===== config.mk =====
export PLATFORM = sky130hd
export DESIGN_NAME = cep_cordic_cell
export DESIGN_NICKNAME = d
export VERILOG_FILES = /design/src/cep_pkg.sv /design/src/cep_cordic_cell.sv
export SDC_FILE = /design/constraint.sdc
export NUM_CORES = 1
export LEC_CHECK = 0
export BUFFER_PORTS_ARGS = -buffer_cell sky130_fd_sc_hd__buf_4
export CAP_MARGIN = 25
export CORE_ASPECT_RATIO = 0.8
export CORE_UTILIZATION = 50
export DETAILED_ROUTE_END_ITERATION = 10
export PLACE_DENSITY_LB_ADDON = 0.12
export SYNTH_ARGS = -nofsm -noshare
export SYNTH_HDL_FRONTEND = slang
export SYNTH_SLANG_ARGS = --single-unit

===== constraint.sdc =====
create_clock -name clk_i -period 0.8 [get_ports clk_i]
set_clock_uncertainty 0.05 [all_clocks]
set_input_delay 0.04 -clock clk_i [delete_from_list [all_inputs] [get_ports clk_i]]
set_output_delay 0.04 -clock clk_i [all_outputs]
set_load 0.01 [all_outputs]

===== src/cep_pkg.sv =====
// ----------------------------------------------------------------------------
// cep_pkg: shared types and constants for the epicycle position block
// Field widths, register indexes, CORDIC lane type and arctangent table.
// ----------------------------------------------------------------------------
package cep_pkg;

  localparam int CfgIdxW   = 3;
  localparam int CfgDataW  = 64;
  localparam int TimeW     = 32;
  localparam int IdW       = 6;
  localparam int CoordW    = 16;
  localparam int NcW       = 4;
  localparam int DcW       = 7;
  localparam int PerW      = 7;
  localparam int PnumW     = 8;   // dc + nc - 1
  localparam int RadW      = 23;  // r2 * 8 + radius_offset * id
  localparam int LenProdW  = 23;  // index * length
  localparam int PhNumW    = LenProdW + 17;
  localparam int CordW     = 32;
  localparam int ZW        = 16;
  localparam int CordicSteps = 14;
  localparam int TsW       = 29;
  localparam int AccW      = 64;
  localparam int CenOffW   = 24;

  localparam logic signed [CordW-1:0] CordicGain = 32'sd652032874;

  typedef enum logic [CfgIdxW-1:0] {
    REG_NUM_CIRCLES   = 3'd0,
    REG_DRONE_COUNT   = 3'd1,
    REG_CENTER_XYZ    = 3'd2,
    REG_BIG_CIRCLE    = 3'd3,
    REG_SMALL_CIRCLE  = 3'd4,
    REG_ID_OFFSET_XYZ = 3'd5,
    REG_RADIUS_OFFSET = 3'd6
  } cfg_reg_e;

  typedef struct packed {
    logic signed [CordW-1:0] x;
    logic signed [CordW-1:0] y;
    logic signed [ZW-1:0]    z;
  } cordic_lane_t;

  // Arctangent of 2^-i in units of 2^-16 turns
  function automatic logic signed [ZW-1:0] atan_turns(input int step);
    logic signed [ZW-1:0] r;
    case (step)
      0:       r = 16'sd8192;
      1:       r = 16'sd4836;
      2:       r = 16'sd2555;
      3:       r = 16'sd1297;
      4:       r = 16'sd651;
      5:       r = 16'sd326;
      6:       r = 16'sd163;
      7:       r = 16'sd81;
      8:       r = 16'sd41;
      9:       r = 16'sd20;
      10:      r = 16'sd10;
      11:      r = 16'sd5;
      12:      r = 16'sd3;
      13:      r = 16'sd1;
      default: r = 16'sd0;
    endcase
    return r;
  endfunction

  // Floor value in bits 26:0 clamped to signed 16 bits
  function automatic logic signed [CoordW-1:0] sat16(input logic signed [26:0] v);
    logic signed [CoordW-1:0] r;
    if (!v[26] && (|v[25:15])) begin
      r = 16'sh7FFF;
    end else if (v[26] && !(&v[25:15])) begin
      r = 16'sh8000;
    end else begin
      r = v[CoordW-1:0];
    end
    return r;
  endfunction

endpackage


===== src/cep_cordic_cell.sv =====
// ----------------------------------------------------------------------------
// cep_cordic_cell: one rotation step for two angle lanes
// Fixed shift per cell; rotates towards zero residual angle.
// ----------------------------------------------------------------------------
module cep_cordic_cell #(
  parameter int Step = 0,
  parameter int SW   = 1
) (
  input  logic                          clk_i,
  input  logic                          rst_ni,
  input  logic                          valid_i,
  input  cep_pkg::cordic_lane_t [1:0]   lane_i,
  input  logic [SW-1:0]                 side_i,
  output logic                          valid_o,
  output cep_pkg::cordic_lane_t [1:0]   lane_o,
  output logic [SW-1:0]                 side_o
);
  import cep_pkg::*;

  localparam logic signed [ZW-1:0] Angle = atan_turns(Step);

  logic signed [CordW-1:0] dx [2];
  logic signed [CordW-1:0] dy [2];
  cordic_lane_t [1:0]      lane_d, lane_q;
  logic                    valid_q;
  logic [SW-1:0]           side_q;

  always_comb begin
    for (int l = 0; l < 2; l++) begin
      dx[l] = lane_i[l].y >>> Step;
      dy[l] = lane_i[l].x >>> Step;
      if (!lane_i[l].z[ZW-1]) begin
        lane_d[l].x = lane_i[l].x - dx[l];
        lane_d[l].y = lane_i[l].y + dy[l];
        lane_d[l].z = lane_i[l].z - Angle;
      end else begin
        lane_d[l].x = lane_i[l].x + dx[l];
        lane_d[l].y = lane_i[l].y - dy[l];
        lane_d[l].z = lane_i[l].z + Angle;
      end
    end
  end

  always_ff @(posedge clk_i or negedge rst_ni) begin
    if (!rst_ni) begin
      valid_q <= 1'b0;
    end else begin
      valid_q <= valid_i;
    end
  end

  always_ff @(posedge clk_i) begin
    lane_q <= lane_d;
    side_q <= side_i;
  end

  assign valid_o = valid_q;
  assign lane_o  = lane_q;
  assign side_o  = side_q;

endmodule


==> flow_metrics.tcl, run 1 <==
set metrics [dict create \
    clock-root-buffer "clkbuf_16" \
    dp_hpwl_um 48400 \
    cts_made_buffers 17 \
    syn_area_per_cell_um2 7.80 \
    grt_max_degree 34 \
    yosysWarnings 0 \
    track_usage_pct 67.4 \
    die_h_um 151 \
    start_util_pct 51.0 \
    grt_overflow 1 \
    rows 54 \
    synthArstFlopShare_pct 0.625 \
    synthCells 1789 \
    netlist_area_mm2 0.0140 \
    grt_pass1_vias 23900 \
    gp_congestion 0.977 \
    outcome "aborted with a tool error" \
    clockBufferDepth 2 \
    dpl_cell_area_mm2 0.0218 \
    synth_nets 2149 \
    ios 326 \
    yosysUniqueCellTypes 94 \
    grt_first_pass_wirelength_um 145000 \
    error "[ERROR GRT-0116] Global routing finished with congestion. Check the congestion regions in the DRC Viewer." \
    synthFlopType "dfxtp_1" \
    die-width_um 189 \
    ys_seq_area_share_pct 23.0 \
    synth_seq_cells 160 \
    cts.sinks 160 \
    lastStage "5_1_grt" \
    synth_edf_count 0 \
    htree_num_levels 4 \
    io_buffers 325 \
]
through the flow:
stage	worst slack (ns)	instances	setup TNS, ns
2_1_floorplan	-1.53	1789	-121.82
3_3_place_gp	-2.08	2959	-180.74
3_5_place_dp	-2.12	2959	-186.23
4_1_cts	-1.51	3089	-147.11
routing by layer:
layer,overflow,GRT usage (%)
met5,0,19.1
met4,1,66.9
met3,0,45.1
met2,0,91.9
met1,0,66.3
repair_timing:
action | CTS
endpoints found under the setup margin | 282
hold buffers | 34
pin swaps | 278
gates cloned | 0
endpoints found under the hold margin | 41
buffers inserted | 83
gates resized for setup | 708
cells in the mapped netlist, types with 14 or more instances:
master | number | area (µm²)
nor3_1 | 40 | 200
nor2b_1 | 20 | 125
o31ai_1 | 15 | 113
xnor2_1 | 106 | 928
o21bai_1 | 35 | 263
a211oi_1 | 14 | 105
o21ai_0 | 112 | 561
xor2_1 | 16 | 140
inv_1 | 189 | 709
nand3_1 | 34 | 170
dfxtp_1 | 159 | 3180
a21o_1 | 38 | 285
nand2b_1 | 14 | 87.6
nand2_1 | 73 | 274
a21oi_1 | 209 | 1050
o211ai_1 | 15 | 113
nor2_1 | 164 | 616
mux2i_1 | 32 | 320
clkbuf_1 | 48 | 180
buf_2 | 20 | 100
ha_1 | 188 | 2350
cells by family after synthesis:
kind of cell / share of synthesized area [%]
adders and majority gates: 18.0
and+or+nand+nor: 14.2
buffers and inverters: 7.90
xor gates and xnor gates: 7.65
DFF: 23.0
AOI/OAI and AO/OA: 26.9
muxes: 2.29
==> run 2, diff against run 1 <==
--- a/config.mk
+++ b/config.mk
@@ -7,10 +7,9 @@
 export LEC_CHECK = 0
 export BUFFER_PORTS_ARGS = -buffer_cell sky130_fd_sc_hd__buf_4
 export CAP_MARGIN = 25
-export CORE_ASPECT_RATIO = 0.8
-export CORE_UTILIZATION = 50
+export CORE_UTILIZATION = 39
 export DETAILED_ROUTE_END_ITERATION = 10
-export PLACE_DENSITY_LB_ADDON = 0.12
+export PLACE_DENSITY_LB_ADDON = 0.15
 export SYNTH_ARGS = -nofsm -noshare
 export SYNTH_HDL_FRONTEND = slang
 export SYNTH_SLANG_ARGS = --single-unit
==> constraint.sdc (replaced) <==
create_clock -name clk_i -period 1 [get_ports clk_i]
set_clock_uncertainty 0.05 [all_clocks]
set_input_delay 0.05 -clock clk_i [delete_from_list [all_inputs] [get_ports clk_i]]
set_output_delay 0.05 -clock clk_i [all_outputs]
set_load 0.01 [all_outputs]
==> run 2 against run 1 <==
Against the previous run: the flow now finishes, with violations (design-rule violations, negative hold slack, negative setup slack); area after synthesis unchanged; synthesized cell count unchanged.
==> flow_metrics.tcl, run 2 <==
set metrics [dict create \
    min_period_over_period_pct 231 \
    yosys.area_share.simple_pct 14.2 \
    met1_length_um 25800 \
    highest_layer "met5" \
    track_usage_pct 32.1 \
    finalSetupViolations 161 \
    cts_tree "done" \
    outcome "finished, violations left" \
    worstPathRequired_ns 1.33 \
    netlist_area_mm2 0.0140 \
    synth-adder-area-share_pct 18.0 \
    maxCapViolCount 0 \
    p_leak_nw 12.5 \
    largest_reg_flops 158 \
    peakVddDrop_mv 1.11 \
    synthCells 1789 \
    synthFlopType "dfxtp_1" \
    rsz0062_at_grt "yes" \
    die_h_um 191 \
    dr_wl_met3_um 4690 \
    final_cell_area_mm2 0.0271 \
    slew_violations 0 \
    yosysWarnings 0 \
    synthArstFlopShare_pct 0.625 \
    min_path_type "in2reg" \
    core_mm2 0.0349 \
    cts.sinks 160 \
    end_kind "register" \
    cp_max_fo 4 \
    ys_top_cells_by_count "209 x a21oi_1, 189 x inv_1, 188 x ha_1" \
    gp_congestion 0.956 \
    critPathSlowestCell "or4_1" \
    yosysMostFrequentCell "a21oi_1" \
    wl_met2_um 30500 \
    synthXorXnorAreaFrac_pct 7.65 \
    setup_slack_ns -1.31 \
    cts_made_buffers 17 \
    finalHoldViolCount 1 \
    dr.pass1.iters 9 \
    io_buffers 325 \
    cp_slowest_stage_delay_ns 0.42 \
    synth-compound-area-share_pct 26.9 \
    grt_first_pass_wirelength_um 91900 \
    drive_gt1_share_pct 59.9 \
    synth_top_family_by_area "compound AO/OA/AOI/OAI gates" \
    cts_hold_buffers 41 \
    tightest_slew_ns 0.580 \
    critPathArrivalTime_ns 2.64 \
    violations "design-rule violations, negative hold slack, negative setup slack" \
    yosysUniqueCellTypes 94 \
    critPathLaunchType "input pin" \
    whs_ns -0.0403 \
    yosys-top-cells-area "dfxtp_1 23%, ha_1 17%, a21oi_1 7.5%" \
    antenna_left 0 \
    rows 68 \
    antenna_found_initial 3 \
    layout_commonest_cell "buf_4" \
    start_util_pct 40.0 \
    netlist.area_leader.share_pct 22.8 \
    synth_nets 2149 \
    synthMuxAreaShare_pct 2.29 \
    vias 17600 \
    final_cell_mix "721 x buf_4, 260 x buf_6, 154 x dfxtp_2" \
    crit_type "in2reg" \
    clock-root-buffer "clkbuf_16" \
    drc_errors 1 \
    syn2layout_area_growth_pct 94.3 \
    clockBufferDepth 2 \
    grt_overflow 0 \
    cellPowerDensity_mw_per_mm2 1240 \
    clkTransAtPathRegs_ns 0.08 \
    power_mw 33.6 \
    syn_area_per_cell_um2 7.80 \
    dpl_cell_area_mm2 0.0221 \
    drt_iter0_markers 1144 \
    synth_edf_count 0 \
    relSlewSlack_pct 61.2 \
    routed_wl_um 63800 \
    path_cells "buf_12 -> inv_12 -> ha_4 -> buf_6 -> clkinv_4 -> a221oi_4 -> o221a_2 -> or2_4 -> nor4_4 -> a211oi_4 -> o41ai_2 -> or4_1 -> a22oi_2 -> xnor2_1" \
    yosysTopAreaCell "dfxtp_1" \
    dp_hpwl_um 46200 \
    die-area_mm2 0.0366 \
    fmax_mhz 433 \
    grt_max_degree 39 \
    die-width_um 191 \
    drt-wirelength-per-cell_um 19.7 \
    ios 326 \
    ys_seq_area_share_pct 23.0 \
    period_needed_ns 2.31 \
    grt_pass1_vias 17300 \
    htree_num_levels 4 \
    vias_per_cell 5.43 \
    synth_seq_cells 160 \
    nets 3132 \
]
## run 2: cells by family after synthesis
group | Yosys count
flops | 160
fa+ha+maj | 196
mux | 32
compound gates | 577
buf+inv | 281
simple gates | 421
xor+xnor | 122
## run 2: report_power, final
| part | total, mW | leakage [nW] | switching (mW) | internal [mW] |
|---|---|---|---|---|
| logic | 18.0 | 10.9 | 8.41 | 9.60 |
| registers | 8.71 | 1.35 | 0.738 | 7.98 |
| clock network | 6.87 | 0.294 | 3.47 | 3.40 |
| total | 33.6 | 12.5 | 12.6 | 21.0 |
## run 2: path summary, 6_finish.rpt
path | start | to | cells after the start
max | lane_i[18] | lane_o[79]$_DFF_P_ | 14
min | lane_i[129] | lane_o[97]$_DFF_P_ | 3
max in group asynchronous | rst_ni | valid_o$_DFF_PN0_ | 3
min in group asynchronous | rst_ni | valid_o$_DFF_PN0_ | 3
## run 2: stage by stage
| step | hold slack (ns) | setup WS, ns | setup TNS [ns] | util, % | std cells |
|---|---|---|---|---|---|
| after global placement | -0.224 | -1.81 | -159.13 | 63.4 | 3071 |
| after CTS | -0.0660 | -1.23 | -90.03 | 73.8 | 3195 |
| final | -0.0403 | -1.31 | -100.92 | 77.8 | 3242 |
| after global routing | -0.0155 | -1.38 | -109.91 | 77.8 | 3242 |
| after floorplan | -0.296 | -1.34 | -98.11 | - | 1789 |
| after detailed placement | -0.224 | -1.86 | -160.90 | 63.4 | 3071 |
## run 2: worst max-delay path, delay by kind of cell
kind            cells  cell delay, ns
buf+inv             4            0.30
fa+ha+maj           1            0.28
simple gates        3            0.64
compound gates      5            1.22
xor+xnor            1            0.14
## run 2: layout make-up
type | count | area, µm²
antenna | 2 | 5.00
clock buffer | 17 | 425
clock inverter | 15 | 183
fill | 2341 | 7750
inverter | 198 | 877
multi-input combinational | 1348 | 12500
sequential | 160 | 3400
tap | 455 | 569
timing repair buffer | 1047 | 9200
## run 2: what timing repair did
action / CTS / global route
pin swaps: 208 / 193
hold endpoints to repair: 45 / 1
setup endpoints to repair: 275 / 275
buffers inserted: 63 / 63
gates resized for setup: 598 / 266
## run 2: layer usage
metal,vias up,track usage [%]
met4,2,10.4
met2,829,55.3
met3,228,7.25
met1,8343,39.4
met5,-,0
li1,8204,-
No activity file was read; power rests on OpenSTA's default activity.
