$ cat config.mk
export PLATFORM = sky130hd
export DESIGN_NAME = cep_div_cell
export DESIGN_NICKNAME = d
export VERILOG_FILES = /design/src/cep_pkg.sv /design/src/cep_div_cell.sv
export SDC_FILE = /design/constraint.sdc
export NUM_CORES = 1
export LEC_CHECK = 0
export ABC_AREA = 1
export BUFFER_PORTS_ARGS = -buffer_cell sky130_fd_sc_hd__buf_2
export CAP_MARGIN = 10
export CORE_AREA = 3 3 41 43
export CTS_CLUSTER_SIZE = 28
export DETAILED_ROUTE_END_ITERATION = 7
export DIE_AREA = 0 0 44 46
export PLACE_DENSITY = 0.73
export SLEW_MARGIN = 30
export SYNTH_ARGS = -nofsm -noshare
export SYNTH_HDL_FRONTEND = slang
export SYNTH_SLANG_ARGS = --single-unit
$ cat constraint.sdc
create_clock -name clk_i -period 0.8 [get_ports clk_i]
set_input_delay 0.24 -clock clk_i [delete_from_list [all_inputs] [get_ports clk_i]]
set_output_delay 0.24 -clock clk_i [all_outputs]
set_load 0.005 [all_outputs]
$ cat src/cep_pkg.sv
// ----------------------------------------------------------------------------
// cep_pkg: shared types and constants for the epicycle position block
// Field widths, register indexes, CORDIC lane type and arctangent table.
// ----------------------------------------------------------------------------
package cep_pkg;

  localparam int CfgIdxW   = 3;
  localparam int CfgDataW  = 64;
  localparam int TimeW     = 32;
  localparam int IdW       = 6;
  localparam int CoordW    = 16;
  localparam int NcW       = 4;
  localparam int DcW       = 7;
  localparam int PerW      = 7;
  localparam int PnumW     = 8;   // dc + nc - 1
  localparam int RadW      = 23;  // r2 * 8 + radius_offset * id
  localparam int LenProdW  = 23;  // index * length
  localparam int PhNumW    = LenProdW + 17;
  localparam int CordW     = 32;
  localparam int ZW        = 16;
  localparam int CordicSteps = 14;
  localparam int TsW       = 29;
  localparam int AccW      = 64;
  localparam int CenOffW   = 24;

  localparam logic signed [CordW-1:0] CordicGain = 32'sd652032874;

  typedef enum logic [CfgIdxW-1:0] {
    REG_NUM_CIRCLES   = 3'd0,
    REG_DRONE_COUNT   = 3'd1,
    REG_CENTER_XYZ    = 3'd2,
    REG_BIG_CIRCLE    = 3'd3,
    REG_SMALL_CIRCLE  = 3'd4,
    REG_ID_OFFSET_XYZ = 3'd5,
    REG_RADIUS_OFFSET = 3'd6
  } cfg_reg_e;

  typedef struct packed {
    logic signed [CordW-1:0] x;
    logic signed [CordW-1:0] y;
    logic signed [ZW-1:0]    z;
  } cordic_lane_t;

  // Arctangent of 2^-i in units of 2^-16 turns
  function automatic logic signed [ZW-1:0] atan_turns(input int step);
    logic signed [ZW-1:0] r;
    case (step)
      0:       r = 16'sd8192;
      1:       r = 16'sd4836;
      2:       r = 16'sd2555;
      3:       r = 16'sd1297;
      4:       r = 16'sd651;
      5:       r = 16'sd326;
      6:       r = 16'sd163;
      7:       r = 16'sd81;
      8:       r = 16'sd41;
      9:       r = 16'sd20;
      10:      r = 16'sd10;
      11:      r = 16'sd5;
      12:      r = 16'sd3;
      13:      r = 16'sd1;
      default: r = 16'sd0;
    endcase
    return r;
  endfunction

  // Floor value in bits 26:0 clamped to signed 16 bits
  function automatic logic signed [CoordW-1:0] sat16(input logic signed [26:0] v);
    logic signed [CoordW-1:0] r;
    if (!v[26] && (|v[25:15])) begin
      r = 16'sh7FFF;
    end else if (v[26] && !(&v[25:15])) begin
      r = 16'sh8000;
    end else begin
      r = v[CoordW-1:0];
    end
    return r;
  endfunction

endpackage

$ cat src/cep_div_cell.sv
// ----------------------------------------------------------------------------
// cep_div_cell: one restoring division step
// Shifts one numerator bit into the partial remainder, sets one quotient bit
// and registers the lot, with side data, for the next cell.
// ----------------------------------------------------------------------------
module cep_div_cell #(
  parameter int NW = 8,
  parameter int DW = 4,
  parameter int SW = 1
) (
  input  logic          clk_i,
  input  logic          rst_ni,
  input  logic          valid_i,
  input  logic [NW-1:0] num_i,
  input  logic [DW-1:0] rem_i,
  input  logic [DW-1:0] div_i,
  input  logic [SW-1:0] side_i,
  output logic          valid_o,
  output logic [NW-1:0] num_o,
  output logic [DW-1:0] rem_o,
  output logic [SW-1:0] side_o
);
  import cep_pkg::*;

  logic [DW:0]   trial;
  logic [DW:0]   diff;
  logic          take;
  logic          valid_q;
  logic [NW-1:0] num_q, num_d;
  logic [DW-1:0] rem_q, rem_d;
  logic [SW-1:0] side_q;

  always_comb begin
    trial = {rem_i, num_i[NW-1]};
    diff  = trial - {1'b0, div_i};
    take  = (trial >= {1'b0, div_i});
    rem_d = take ? diff[DW-1:0] : trial[DW-1:0];
    // numerator drains from the top, quotient fills from the bottom
    num_d = {num_i[NW-2:0], take};
  end

  always_ff @(posedge clk_i or negedge rst_ni) begin
    if (!rst_ni) begin
      valid_q <= 1'b0;
    end else begin
      valid_q <= valid_i;
    end
  end

  always_ff @(posedge clk_i) begin
    num_q  <= num_d;
    rem_q  <= rem_d;
    side_q <= side_i;
  end

  assign valid_o = valid_q;
  assign num_o   = num_q;
  assign rem_o   = rem_q;
  assign side_o  = side_q;

endmodule

After elaboration in Yosys (flattened, before gate mapping)
Cells that the tools add are included.
Widths: inputs -> output; s select.
- input bits: 20
- word-level logic and storage cells: 7
- register bits: 14
- multiplexer cells: 1
- magnitude comparators: 1
- $add $sub $neg: 1
- operators with widths (cell ; count):
    $ge 5x4->1 ; 1
    $mux 4 ; 1
    $sub 4x4->4 ; 1

Depth between registers and ports, before layout
Gate-level depths: netlist (run 1).
- depth after elaboration: 2
- gate-level depth with buffers: 9
- depth with buffers taken out: 9

Worst setup path after synthesis (run 1)
OpenSTA, ideal clock, no wires.
- kind: in2reg
- from: in div_i[2]
- to: reg rem_q[2], in the netlist rem_o[2]
- library setup time: 0.112 ns
- data required time: 0.688 ns
- setup slack: -0.386 ns
- data arrival time: 1.074 ns
- stages: 8
- cells stage by stage: inv_1 > ha_1 > a21oi_1 > nand2_1 > nand2_2 > nand2_4 > nand2_1 > nand2_1
- word-level cells in the longest chain between the ends: 2
- elaborated cells on any way between the ends: 3
- those cells by class: 1 x add/sub; 1 x order compare; 1 x mux
- ends and longest elaborated chain (element ; RTL line ; text):
    start, declared ; cep_div_cell.sv:16 ; input logic [DW-1:0] div_i,
    $ge 5x4->1 ; cep_div_cell.sv:36 ; take = (trial >= {1'b0, div_i});
    named net take ; cep_div_cell.sv:27 ; logic take;
    $mux 4 ; cep_div_cell.sv:37 ; rem_d = take ? diff[DW-1:0] : trial[DW-1:0];
    named net rem_d[2] ; cep_div_cell.sv:30 ; logic [DW-1:0] rem_q, rem_d;
    end signal, assigned ; cep_div_cell.sv:52 ; rem_q <= rem_d;
    end, declared ; cep_div_cell.sv:30 ;
The timed path passes the listed nets, and every way through them passes these cells.

Final worst setup path (run 1)
- from: reg valid_q, in the netlist valid_o
- to: out valid_o
- RTL lines (element ; RTL line ; text):
    start, declared ; cep_div_cell.sv:28 ; logic valid_q;
    start signal, assigned ; cep_div_cell.sv:46 ; valid_q <= valid_i;
    end, declared ; cep_div_cell.sv:18 ; output logic valid_o,
No word-level cell between the ends.

==> flow_metrics.tcl, run 1 <==
set metrics [dict create \
    outcome "finished, violations left" \
    violations "setup timing" \
    vias 465 \
    max_freq_mhz 1020 \
    yosys_warnings 0 \
    synthSimpleGateAreaFrac 0.241 \
    die_w_um 44 \
    syn_inst 53 \
    postSynthAreaPerCell_um2 10.0 \
    period_share 1.23 \
    synth-compound-area-share 0.00943 \
    worstPathArrival_ps 740 \
    synth_top_family_by_area "simple AND/OR/NAND/NOR gates" \
    via_per_inst 4.23 \
    final_max_slew_viol_count 0 \
    grt_setup_unrepaired "yes" \
    netlist_area_um2 531 \
    yosysSeqAreaShare 0.538 \
    ys_async_sr_fraction 0.0714 \
    io-pin-count 34 \
    drtIter0Drc 0 \
    areaGrowthSynthToFinish_pct 78.5 \
    numCtsBuffers 3 \
    use_met3 0.0474 \
    final_cell_count_no_fill 110 \
    cts_setup_buffers 0 \
    setup_viol 19 \
    synth_top_cell_by_area "dfxtp_1" \
    cts_tree "built" \
    grt_pass1_vias 380 \
    cp_top_family "flip-flops" \
    clock_tree.root_cell "clkbuf_4" \
    synth_commonest_cells "dfxtp_1 (13), nand2_1 (10), inv_1 (9)" \
    routed_wl_um 1000 \
    dp_hpwl_um 830 \
    synth_flop_cell "dfxtp_1" \
    path_class "register to output pin" \
    fin_nets 121 \
    cts_max_level 1 \
    dp_cells 105 \
    post-route-drc-count 0 \
    use_met2 0.166 \
    grt_pass1_wl_um 1520 \
    dieArea_um2 2020 \
    synthAdderAreaFrac 0.132 \
    io_buffers 33 \
    synth_edf_count 0 \
    critical_path_required_ps 560 \
    worstPathMaxFanout 1 \
    initial_core_util 0.398 \
    ys_ff_latch 14 \
    grt-busiest-layer "met2" \
    hp-class "input pin to register" \
    drive_gt1_frac 0.642 \
    cap_violations 0 \
    rows 13 \
    track_usage 0.108 \
    met1_usage 0.113 \
    clk_path_buf_depth 2 \
    drtPass1Iterations 1 \
    grt_max_degree 9 \
    period_minus_slack_ps 985 \
    syn_nets 78 \
    start_kind "register" \
    setup_slack_ps -185 \
    p_per_area_nw_per_um2 1770 \
    cp_slowest_cell "dfrtp_1" \
    tns_ps -2260 \
    core_region_area_um2 1330 \
    crit_path_end_kind "output pin" \
    clk_pin_slew_ps 80 \
    synthMuxAreaShare 0 \
    antennaDiodeCount 0 \
    peakVddDrop_v 0.000651 \
    synth_area_leaders "dfxtp_1 (49%), ha_1 (9.4%), nand2_1 (7.1%)" \
    synth_top_area_share 0.491 \
    antenna_found_initial 0 \
    wire_per_inst_um 9.10 \
    crit_chain "buf_2" \
    synth_cell_types 15 \
    cts.sinks 14 \
    gp_congestion 0.761 \
    grt.overflow.total 0 \
    slew_headroom 0.881 \
    yosysMostFrequentCell "dfxtp_1" \
    cp_num_buf_inv 1 \
    die_h_um 46 \
    slowest_delay_ps 360 \
    tightest_slew_ps 178 \
    drtAntennaViolNets 0 \
    synth-xor-area-share 0.0165 \
    hold_viol 0 \
    leakage_nw 0.478 \
]
==> registers in the layout, summed over array words and instances (netlist names) <==
signal   flops
num_o        8
side_o       1
valid_o      1
rem_o        4
==> cell families (layout without fill, tap and decap cells) <==
logic type	after synthesis	in the layout
AND/OR/NAND/NOR	23	23
flip-flops	14	14
XOR/XNOR	1	1
AO/OA/AOI/OAI	1	1
buffers and inverters	9	51
adder cells (fa/ha/maj)	5	5
==> metal layers <==
metal | share of wire | wire, um
met5 | 0 | 0
met4 | 0.028 | 28
met3 | 0.16 | 162
met1 | 0.38 | 379
met2 | 0.43 | 430
==> power by group <==
| group | internal (mW) | switching (mW) |
|---|---|---|
| combinational | 0.234 | 0.192 |
| clock | 0.277 | 0.204 |
| sequential | 0.762 | 0.0109 |
| total | 1.27 | 0.406 |
==> layout make-up <==
| type | instances | area [um2] |
|---|---|---|
| Multi-Input combinational cell | 30 | 298 |
| Sequential cell | 14 | 285 |
| Tap cell | 15 | 18.8 |
| Timing Repair Buffer | 38 | 250 |
| Clock buffer | 4 | 36.3 |
| Fill cell | 109 | 387 |
| Inverter | 9 | 58.8 |
==> cells in the final DEF, fill, tap and decap left out, types with 2 or more instances in the layout <==
| cell | instances |
|---|---|
| buf_6 | 4 |
| buf_2 | 27 |
| nand2_4 | 3 |
| nor2_1 | 2 |
| nor2_4 | 2 |
| dfxtp_1 | 13 |
| inv_4 | 2 |
| nand2_2 | 3 |
| buf_4 | 4 |
| buf_8 | 2 |
| ha_4 | 4 |
| nand2_1 | 7 |
| clkbuf_4 | 3 |
| inv_1 | 5 |
| nand3_1 | 3 |
==> stage by stage <==
stage / util / total power, mW / instance area [um2] / hold slack [ps] / worst slack (ps)
CTS: 0.688 / 1.68 / 917 / 53.8 / -190
global route: 0.710 / 1.79 / 947 / 35.7 / -216
floorplan: - / 1.00 / 622 / -55.6 / -331
global placement: 0.627 / 1.17 / 836 / 14.0 / -507
finish: 0.710 / 1.68 / 947 / 59.5 / -185
detailed placement: 0.627 / 1.17 / 836 / 18.2 / -531
==> path summary, 6_finish.rpt <==
path,depth (start not counted),endpoint,from,slack (ps)
max,1,valid_o,valid_o,-180
min in group asynchronous,2,valid_o,rst_ni,270
min,1,num_o[4],num_i[3],60
max in group asynchronous,2,valid_o,rst_ni,450
==> repair_timing <==
action                                  CTS  global route
endpoints found under the hold margin     1             0
pin swaps                                10             8
endpoints found under the setup margin   19            19
resized for setup                         9             8
hold buffers                              1             0
Power figures use the tool's default switching activity.
==> run 2: changes to the inputs <==
--- a/config.mk
+++ b/config.mk
@@ -5,13 +5,12 @@
 export SDC_FILE = /design/constraint.sdc
 export NUM_CORES = 1
 export LEC_CHECK = 0
-export ABC_AREA = 1
 export BUFFER_PORTS_ARGS = -buffer_cell sky130_fd_sc_hd__buf_2
 export CAP_MARGIN = 10
-export CORE_AREA = 3 3 41 43
+export CORE_AREA = 3 3 40 42
 export CTS_CLUSTER_SIZE = 28
 export DETAILED_ROUTE_END_ITERATION = 7
-export DIE_AREA = 0 0 44 46
+export DIE_AREA = 0 0 43 45
 export PLACE_DENSITY = 0.73
 export SLEW_MARGIN = 30
 export SYNTH_ARGS = -nofsm -noshare
==> flow_metrics.tcl, run 2 <==
set metrics [dict create \
    outcome "finished, violations left" \
    violations "setup timing" \
    yosysSeqAreaShare 0.579 \
    rows 13 \
    grt_pass1_vias 471 \
    clk_path_buf_depth 2 \
    slew_headroom 0.847 \
    synth_top_area_share 0.528 \
    most-common-layout-cells "buf_2 (25), dfxtp_1 (12), buf_6 (9), buf_4 (6), ha_4 (4)" \
    max_freq_mhz 911 \
    fin_nets 114 \
    synth_edf_count 0 \
    drtPass1Iterations 3 \
    setup_viol 19 \
    track_usage 0.132 \
    place_area_um2 811 \
    synth_cell_types 18 \
    final_cell_count_no_fill 103 \
    netlist_area_um2 493 \
    period_minus_slack_ps 1100 \
    dieArea_um2 1940 \
    postSynthAreaPerCell_um2 11.7 \
    vias 455 \
    ys_ff_latch 14 \
    dp_cells 97 \
    syn_inst 42 \
    p_per_area_nw_per_um2 1770 \
    post-route-drc-count 0 \
    cts_max_level 1 \
    drtAntennaViolNets 0 \
    clk_pin_slew_ps 80 \
    slowest_delay_ps 300 \
    final_max_slew_viol_count 0 \
    io_buffers 33 \
    final_area_um2 962 \
    synth_commonest_cells "dfxtp_1 (13), inv_1 (5), ha_1 (4), nor2_1 (4)" \
    peakVddDrop_v 0.000837 \
    setup_slack_ps -298 \
    clock_tree.root_cell "clkbuf_4" \
    worstPathMaxFanout 3 \
    wire_per_inst_um 11.3 \
    antenna_found_initial 0 \
    core_region_area_um2 1280 \
    syn_nets 67 \
    grt_max_degree 9 \
    grt.overflow.total 0 \
    finalPower_mw 1.70 \
    tightest_slew_ps 229 \
    synth_area_leaders "dfxtp_1 (53%), ha_1 (10%), dfrtp_1 (5.1%)" \
    worstPathArrival_ps 1260 \
    io-pin-count 34 \
    crit_path_end_kind "register" \
    dp_hpwl_um 905 \
    period_share 1.37 \
    ys_async_sr_fraction 0.0714 \
    hold_viol 0 \
    fin_util 0.749 \
    grt_setup_unrepaired "yes" \
    largest_register_ffs 8 \
    cts.sinks 14 \
    final_common_cell "buf_2" \
    fillers 100 \
    grt_pass1_wl_um 1870 \
    cp_slowest_cell "mux2_4" \
    start_kind "input pin" \
    yosysMostFrequentCell "dfxtp_1" \
    preCtsSetupSlack_ps -635 \
    routed_wl_um 1170 \
    crit_chain "buf_6 > ha_4 > o21ai_4 > a21oi_4 > nor2_4 > mux2_4" \
    antennaDiodeCount 0 \
    synth_top_cell_by_area "dfxtp_1" \
    via_per_inst 4.42 \
    cts_tree "built" \
    whs_ps 66.2 \
    path_class "input pin to register" \
    drive_gt1_frac 0.750 \
    gp_congestion 0.725 \
    die_w_um 43 \
    cap_violations 0 \
    critical_path_required_ps 960 \
    synth_flop_cell "dfxtp_1" \
    multiInputGateArea_um2 287 \
    die_h_um 45 \
    initial_core_util 0.384 \
    leakage_nw 0.453 \
    hp-class "input pin to register" \
    areaGrowthSynthToFinish_pct 95.2 \
    seqCellArea_um2 287 \
    drtIter0Drc 1 \
    yosys_warnings 0 \
    tns_ps -2910 \
    numCtsBuffers 3 \
]
-- run 2: cell types whose count changed in the layout (fill, tap and decap cells not counted), sizes merged, moves of 2 or more --
| cell | before | now |
|---|---|---|
| inv | 9 | 6 |
| nand2 | 13 | 1 |
| nand3 | 4 | 0 |
| nor3 | 0 | 2 |
| mux2i | 0 | 2 |
| buf | 37 | 41 |
-- run 2: kinds of logic after synthesis --
logic type / Yosys count / share of synthesized area
fa+ha+maj: 5 / 0.142
flops: 14 / 0.579
compound gates: 3 / 0.0381
mux: 3 / 0.0711
xor+xnor: 1 / 0.0178
simple gates: 10 / 0.107
buf+inv: 6 / 0.0457
-- run 2: power by group --
group	internal [mW]	switching, mW	total [mW]
Clock	0.276	0.202	0.478
Sequential	0.762	0.0125	0.775
Combinational	0.269	0.182	0.451
-- run 2: area by class of cell --
cell class	instances	area share
clock buffer	4	0.0377
inverter	6	0.0390
multi-input combinational	22	0.298
sequential	14	0.298
tap	15	0.0195
timing repair buffer	42	0.308
-- run 2: timing repair --
item | CTS | global route
pin swaps | 11 | 5
setup endpoints to repair | 19 | 19
endpoints found under the hold margin | 1 | 0
hold buffers | 1 | 0
buffers inserted | 0 | 1
resized for setup | 19 | 3
-- run 2: critical path: cells and delay by family --
family | cells | cell delay (ps)
buffers and inverters | 1 | 100
AOI/OAI and AO/OA | 2 | 240
and+or+nand+nor | 1 | 130
adders and majority gates | 1 | 250
muxes | 1 | 300
-- run 2: per-layer routing --
layer | GRT usage | vias up | routed length [um]
met5 | 0 | - | 0
met4 | 0.0723 | 0 | 0
met3 | 0.0598 | 0 | 166
met2 | 0.240 | 28 | 604
met1 | 0.123 | 201 | 398
li1 | - | 226 | -
-- run 2: path summary, 6_finish.rpt --
| kind | slack (ps) | end | depth (start not counted) | startpoint |
|---|---|---|---|---|
| hold / removal | 70 | num_o[3] | 1 | num_i[2] |
| max in group asynchronous | 440 | valid_o | 2 | rst_ni |
| min in group asynchronous | 280 | valid_o | 2 | rst_ni |
| setup / recovery | -300 | rem_o[2] | 6 | rem_i[1] |
